### config.mk
export PLATFORM = sky130hd
export DESIGN_NAME = utf8_to_utf16_stream_decoder
export DESIGN_NICKNAME = d
export VERILOG_FILES = /design/src/design/u8d_pkg.sv /design/src/design/utf8_to_utf16_stream_decoder.sv /design/src/design/u8d_decode.sv
export SDC_FILE = /design/constraint.sdc
export NUM_CORES = 1
export LEC_CHECK = 0
export BUFFER_PORTS_ARGS = -buffer_cell sky130_fd_sc_hd__buf_4
export CAP_MARGIN = 40
export CELL_PAD_IN_SITES_DETAIL_PLACEMENT = 0
export CELL_PAD_IN_SITES_GLOBAL_PLACEMENT = 1
export CORE_UTILIZATION = 47
export DETAILED_ROUTE_END_ITERATION = 8
export MAX_ROUTING_LAYER = met4
export PLACE_DENSITY = 0.91
export SYNTH_ARGS = -nofsm -noshare
export SYNTH_HDL_FRONTEND = slang
export SYNTH_HIERARCHICAL = 1
export SYNTH_SLANG_ARGS = --single-unit
### constraint.sdc
create_clock -name i_clk -period 4.05 [get_ports i_clk]
set_input_delay 0.2025 -clock i_clk [delete_from_list [all_inputs] [get_ports i_clk]]
set_output_delay 0.2025 -clock i_clk [all_outputs]
set_load 0.01 [all_outputs]
### src/design/u8d_pkg.sv
`timescale 1ns / 1ps
// ----------------------------------------------------------------------------
// u8d_pkg
// types, byte class constants and helpers shared by the utf-8 decoder files
// ----------------------------------------------------------------------------
package u8d_pkg;

    // byte classes
    localparam logic [7:0] LEAD2_MASK = 8'hE0;
    localparam logic [7:0] LEAD2_CODE = 8'hC0;
    localparam logic [7:0] LEAD3_MASK = 8'hF0;
    localparam logic [7:0] LEAD3_CODE = 8'hE0;
    localparam logic [7:0] CONT_MASK  = 8'hC0;
    localparam logic [7:0] CONT_CODE  = 8'h80;

    // payload bits kept from each byte kind
    localparam logic [7:0] LEAD2_BITS = 8'h1F;
    localparam logic [7:0] LEAD3_BITS = 8'h0F;
    localparam logic [7:0] CONT_BITS  = 8'h3F;

    // pending byte count codes
    localparam logic [1:0] HELD_NONE = 2'd0;
    localparam logic [1:0] HELD_LEAD = 2'd1;
    localparam logic [1:0] HELD_BOTH = 2'd2;

    // number of result slots one item can fill
    localparam int MAX_UNITS = 3;

    typedef struct packed {
        logic [15:0] code_unit;
        logic [1:0]  bytes_used;
    } t_unit;

    typedef struct packed {
        logic [7:0] lead;
        logic [7:0] second;
        logic [1:0] count;
    } t_held;

    typedef struct packed {
        t_unit [MAX_UNITS-1:0] units;
        logic [1:0]            n_units;
        t_held                 held;
    } t_decode;

    function automatic logic is_lead2(input logic [7:0] b);
        return (b & LEAD2_MASK) == LEAD2_CODE;
    endfunction

    function automatic logic is_lead3(input logic [7:0] b);
        return (b & LEAD3_MASK) == LEAD3_CODE;
    endfunction

    function automatic logic is_cont(input logic [7:0] b);
        return (b & CONT_MASK) == CONT_CODE;
    endfunction

endpackage

### src/design/utf8_to_utf16_stream_decoder.sv
`timescale 1ns / 1ps
// ----------------------------------------------------------------------------
// utf8_to_utf16_stream_decoder
// utf-8 byte stream in, 16-bit basic multilingual plane code units out
// ----------------------------------------------------------------------------
// One UTF-8 byte is taken per item and decoded combinationally against the up
// to two pending bytes; the code units it releases (zero to three) land in a
// three-entry result buffer that drains one unit per cycle while the output side
// does not stall. A byte that releases zero or one unit is followed by the next
// byte in the very next cycle unless the output stalls, so ordinary text streams
// at one byte per clock even with a unit still waiting at the output. A byte
// that releases two or three units (a broken sequence or an end-of-text flush)
// holds the input until the buffer is down to its last unit and the output
// does not stall. Broken sequences come out as raw byte values with bytes_used
// of one; overlong forms and surrogates are decoded without checks. last_of_run
// marks the final unit caused by one input byte. Reset clears all pending bytes.
// ----------------------------------------------------------------------------
module utf8_to_utf16_stream_decoder
    import u8d_pkg::*;
(
    input  logic        i_clk,
    input  logic        i_rst_n,
    // byte side
    input  logic        i_valid,
    output logic        o_stall,
    input  logic [7:0]  i_text_byte,
    input  logic        i_end_of_text,
    // code unit side
    output logic        o_valid,
    input  logic        i_stall,
    output logic [15:0] o_code_unit,
    output logic [1:0]  o_bytes_used,
    output logic        o_last_of_run
);

    // pending bytes
    t_held r_held;
    t_held n_held;

    // result buffer, slot 0 is the head shown at the output
    t_unit [MAX_UNITS-1:0] r_slot;
    t_unit [MAX_UNITS-1:0] n_slot;
    logic  [1:0]           r_cnt;
    logic  [1:0]           n_cnt;

    t_decode dec;
    logic    in_take;
    logic    out_take;

    u8d_decode u_decode (
        .i_held        (r_held),
        .i_text_byte   (i_text_byte),
        .i_end_of_text (i_end_of_text),
        .o_decode      (dec)
    );

    // room for a new item once the buffer is empty or its last unit leaves now
    assign o_stall  = !((r_cnt == 2'd0) || ((r_cnt == 2'd1) && !i_stall));
    assign in_take  = i_valid && !o_stall;
    assign out_take = o_valid && !i_stall;

    assign o_valid       = (r_cnt != 2'd0);
    assign o_code_unit   = r_slot[0].code_unit;
    assign o_bytes_used  = r_slot[0].bytes_used;
    assign o_last_of_run = (r_cnt == 2'd1);

    always_comb begin
        n_held = r_held;
        n_slot = r_slot;
        n_cnt  = r_cnt;
        if (in_take) begin
            // buffer is empty or being emptied this cycle
            n_held = dec.held;
            n_slot = dec.units;
            n_cnt  = dec.n_units;
        end else if (out_take) begin
            // shift towards the head
            n_slot[0] = r_slot[1];
            n_slot[1] = r_slot[2];
            n_cnt     = r_cnt - 2'd1;
        end
    end

    always_ff @(posedge i_clk) begin
        if (!i_rst_n) begin
            r_held <= '0;
            r_cnt  <= 2'd0;
        end else begin
            r_held <= n_held;
            r_cnt  <= n_cnt;
        end
    end

    // slots carry payload only
    always_ff @(posedge i_clk) begin
        r_slot <= n_slot;
    end

    // pending count never reaches three
    a_held_count_range: assert property (@(posedge i_clk) disable iff (!i_rst_n)
        r_held.count != 2'd3)
        else $error("pending byte count out of range");

    // a held lead is always a two or three byte lead
    a_held_lead_kind: assert property (@(posedge i_clk) disable iff (!i_rst_n)
        (r_held.count == HELD_LEAD) |-> (is_lead2(r_held.lead) || is_lead3(r_held.lead)))
        else $error("held lead is not a multi-byte lead");

    // two pending bytes means a three byte lead and a continuation
    a_held_both_kind: assert property (@(posedge i_clk) disable iff (!i_rst_n)
        (r_held.count == HELD_BOTH) |-> (is_lead3(r_held.lead) && is_cont(r_held.second)))
        else $error("pending pair is not a three byte prefix");

    // a new item is never taken over unsent units
    a_no_overwrite: assert property (@(posedge i_clk) disable iff (!i_rst_n)
        in_take |-> ((r_cnt == 2'd0) || ((r_cnt == 2'd1) && out_take)))
        else $error("item accepted while results still pending");

endmodule

### src/design/u8d_decode.sv
`timescale 1ns / 1ps
// ----------------------------------------------------------------------------
// u8d_decode
// single-pass decode of one byte against the pending bytes: result list and
// next pending state
// ----------------------------------------------------------------------------
module u8d_decode
    import u8d_pkg::*;
(
    input  t_held      i_held,
    input  logic [7:0] i_text_byte,
    input  logic       i_end_of_text,
    output t_decode    o_decode
);

    t_decode    d;
    logic       fresh;
    logic [1:0] n;
    logic [7:0] b;

    always_comb begin
        d     = '0;
        d.held = i_held;
        fresh = 1'b0;
        n     = 2'd0;
        b     = i_text_byte;

        case (i_held.count)
            HELD_LEAD: begin
                if (is_lead2(i_held.lead)) begin
                    d.held.count = HELD_NONE;
                    if (is_cont(b)) begin
                        d.units[n] = '{code_unit: {5'd0, i_held.lead[4:0] & LEAD2_BITS[4:0],
                                                   b[5:0] & CONT_BITS[5:0]},
                                       bytes_used: 2'd2};
                        n = n + 2'd1;
                    end else begin
                        d.units[n] = '{code_unit: {8'd0, i_held.lead}, bytes_used: 2'd1};
                        n = n + 2'd1;
                        fresh = 1'b1;
                    end
                end else if (is_lead3(i_held.lead)) begin
                    if (is_cont(b)) begin
                        d.held.second = b;
                        d.held.count  = HELD_BOTH;
                    end else begin
                        d.held.count = HELD_NONE;
                        d.units[n] = '{code_unit: {8'd0, i_held.lead}, bytes_used: 2'd1};
                        n = n + 2'd1;
                        fresh = 1'b1;
                    end
                end else begin
                    d.held.count = HELD_NONE;
                    fresh = 1'b1;
                end
            end
            HELD_BOTH: begin
                d.held.count = HELD_NONE;
                if (is_cont(b)) begin
                    d.units[n] = '{code_unit: {i_held.lead[3:0] & LEAD3_BITS[3:0],
                                               i_held.second[5:0] & CONT_BITS[5:0],
                                               b[5:0] & CONT_BITS[5:0]},
                                   bytes_used: 2'd3};
                    n = n + 2'd1;
                end else begin
                    d.units[n] = '{code_unit: {8'd0, i_held.lead}, bytes_used: 2'd1};
                    n = n + 2'd1;
                    d.units[n] = '{code_unit: {8'd0, i_held.second}, bytes_used: 2'd1};
                    n = n + 2'd1;
                    fresh = 1'b1;
                end
            end
            default: begin
                d.held.count = HELD_NONE;
                fresh = 1'b1;
            end
        endcase

        // byte handled as if nothing were pending
        if (fresh) begin
            if (is_lead2(b) || is_lead3(b)) begin
                d.held.lead  = b;
                d.held.count = HELD_LEAD;
            end else begin
                d.units[n] = '{code_unit: {8'd0, b}, bytes_used: 2'd1};
                n = n + 2'd1;
            end
        end

        // end of text flushes pending bytes raw, lead first
        if (i_end_of_text) begin
            if (d.held.count == HELD_LEAD || d.held.count == HELD_BOTH) begin
                d.units[n] = '{code_unit: {8'd0, d.held.lead}, bytes_used: 2'd1};
                n = n + 2'd1;
                if (d.held.count == HELD_BOTH) begin
                    d.units[n] = '{code_unit: {8'd0, d.held.second}, bytes_used: 2'd1};
                    n = n + 2'd1;
                end
            end
            d.held.count = HELD_NONE;
        end

        d.n_units = n;
        o_decode  = d;
    end

endmodule

==> impl_metrics.yaml <==
yosys:
  synth-edff-count: 54
  synth_area_um2: 4850
  synth.most_common_cell: "nand2_1"
  ys_warn_count: 6
  synth_top_area_share_pct: 33.4
  syn_inst: 554
  synth_seq_cells: 74
  synthTopCellsByCount: "nand2_1, edfxtp_1, buf_4"
  synth_area_leaders: "edfxtp_1, nand2_1, dfxtp_1"
  yosysTopAreaCell: "edfxtp_1"
  seq_area_frac_synth_pct: 41.7
  async_flop_share_pct: 0
  synth_cell_type_count: 66
  synth_ff_type: "edfxtp_1"
  avgSynthCellArea_um2: 8.76
sta:
  finalSetupTns_ps: 0
  rsz0062_at_grt: "no"
  clock_skew_ps: 9.06
  tightest_slew_ps: 807
  finalMaxSlewViolations: 0
  slew_headroom_pct: 45.8
  post-route-period-util_pct: 91.7
  worst_slack_ps: 337
  finalHoldViolations: 0
  min_period_ps: 3710
  fmax_mhz: 269
  setup_viol: 0
floorplanning:
  initial_core_util_pct: 49.0
  rows: 36
  core-area_um2: 9910
  io_pins: 34
  chipHeight_um: 104
  die_w_um: 104
  dieArea_um2: 10700
cts:
  cts_root_buf: "clkbuf_8"
  h-tree-depth: 3
  post_cts_buffers: 0
  cts.hold.buffers_added: 0
  cts_made_buffers: 9
  cts_tree: "done"
  clk_path_buf_depth: 2
  cts_num_sinks: 74
  clock_latency_ps: 360
  cts_resized: 0
  path_clk_slew_ps: 80
drt:
  dr.pass1.iters: 7
  routed_via_density: 5.61
  wl_mm: 12.7
  drc: 0
  ant_nets: 0
  vias: 3977
  routedWlPerCell_um: 17.9
  drt-initial-drc-count: 415
global_routing:
  gr-total-overflow: 0
  antenna_found_initial: 0
  grt_max_degree: 59
  grt_pass1_wl_mm: 20.4
  grt_pass1_vias: 3707
  grt_util_all_layers_pct: 25.2
finish:
  post-route-util_pct: 53.4
  nFillCells: 936
  num-nets-final: 597
  syn_to_final_growth_pct: 9.00
  seq_area_um2: 2020
  antennaDiodeCount: 0
  drive_above_1_share_pct: 14.9
  multi_input_area_um2: 2360
placement:
  dp_hpwl_mm: 8.73
  globalplace.congestion: 0.944
  dp_slack_ps: 398
  portBuffers: 33
pwr:
  p_leak_nw: 2.22
  power_per_cell_area_nw_per_um2: 508
  peakVddDrop_uv: 518
worst_hold_path:
  min_from: "i_end_of_text"
  hp-class: "input pin to register"
worst_setup_path:
  crit_type: "register to register"
  r2r_setup_slack_ps: 340
  r2r_cells: 15
  crit_end: "r_slot[25]"
  cp.arrival_ps: 3830
  endpoint_kind: "register"
  cp_num_cells: 15
  critPathSlowestCell: "nor2_1"
  rr_endpoint: "r_slot[25]"
  crit_chain: "inv_1, ha_1, and4b_1, a21oi_1, a21oi_2, inv_1, ha_1, a21oi_1, or2_1, ha_1, nand2_1, nor2_1, a222oi_1, nand2_1, nand2_1"
  r2r-start: "r_held[1]"
  cpPeakStageDelay_ps: 540
  required_ps: 4170
  start_kind: "register"
  crit_family: "simple AND/OR/NAND/NOR gates"
  critical_path_buf_inv_count: 2
  crit_fanout: 8
  worstSetupStartpoint: "r_held[1]"
flow_run:
  max_cap_viol_count: 0
outcome:
  status: "completed"
[worst min path at each step]
stage                     end  slack, ps  depth (start not counted)
finish              r_held[1]        150                          4
global route        r_held[0]        160                          4
CTS                 r_held[1]        130                          4
detailed placement  r_held[8]        470                          2
global placement    r_held[9]        470                          2
floorplan            r_cnt[1]        340                          2
[worst min-delay path: stages]
cell,delay (ps)
buf_4,100
nor2b_1,40
nand2_1,50
a21boi_0,60
[layout by cell type, fill, tap and decap left out, types with 3 or more instances in the layout]
| cell | netlist | final |
|---|---|---|
| o221ai_1 | 4 | 4 |
| a21boi_1 | 12 | 12 |
| a21o_1 | 7 | 7 |
| nor3_1 | 3 | 3 |
| o21ai_1 | 4 | 3 |
| a21boi_0 | 6 | 6 |
| inv_1 | 34 | 34 |
| clkbuf_8 | 0 | 9 |
| and3_1 | 4 | 4 |
| nand3b_1 | 3 | 3 |
| dfxtp_1 | 20 | 20 |
| a22oi_1 | 4 | 4 |
| nand2b_1 | 6 | 6 |
| o22ai_1 | 3 | 3 |
| nand2_1 | 178 | 178 |
| a222oi_1 | 17 | 17 |
| buf_4 | 43 | 48 |
| nor2_1 | 19 | 19 |
| clkinv_4 | 0 | 3 |
| a31oi_1 | 4 | 4 |
| a21oi_1 | 11 | 11 |
| nand3_1 | 12 | 12 |
| mux2i_1 | 14 | 14 |
| conb_1 | 1 | 18 |
| and2_1 | 6 | 6 |
| edfxtp_1 | 54 | 54 |
| o21ai_0 | 7 | 7 |
| ha_1 | 13 | 13 |
[final cells by class]
type,instances,area share [%]
multi-input cells,402,44.7
flip-flops and latches,74,38.2
repair buffers,49,7.19
well taps,133,3.15
inverters,35,2.48
clock buffers,9,2.34
clock inverters,7,1.94
[logic make-up (layout without fill, tap and decap cells)]
family                   count (synthesis)  count (layout)  share of synthesized area (%)
multiplexers                            14              14                           2.89
buffers and inverters                   95             100                           11.2
other                                    1              18                         0.0773
flip-flops                              74              74                           41.7
AND/OR/NAND/NOR                        253             253                           23.9
XOR/XNOR                                 2               2                          0.516
adder cells (fa/ha/maj)                 13              13                           3.35
AO/OA/AOI/OAI                          102             102                           16.4
[per-stage QoR]
step	total power (W)	instances	cell area [µm²]	hold WS [ps]
floorplan	0.00185	571	4920	344
global placement	0.00203	692	5040	466
detailed placement	0.00206	693	5060	468
CTS	0.00272	709	5290	130
global route	0.00284	709	5290	164
finish	0.00269	709	5290	147
[flip-flops by register name, summed over array words and instances (netlist names)]
signal / flops
r_held: 18
o_bytes_used: 2
o_code_unit: 16
r_slot: 36
r_cnt: 2
[layer usage]
| metal | vias to the layer above | share of wire (%) | GRT usage [%] |
|---|---|---|---|
| li1 | 1909 | - | - |
| met1 | 1880 | 45 | 34.3 |
| met2 | 168 | 45 | 38.5 |
| met3 | 20 | 7.6 | 4.66 |
| met4 | 0 | 1.7 | 6.73 |
| met5 | - | 0 | - |
[where the power goes]
part	switching [W]	internal [W]	leakage, nW
Sequential	0.0000837	0.00114	0.694
Clock	0.000299	0.000352	0.110
Combinational	0.000510	0.000296	1.42
(Power assumes the default switching activity.)
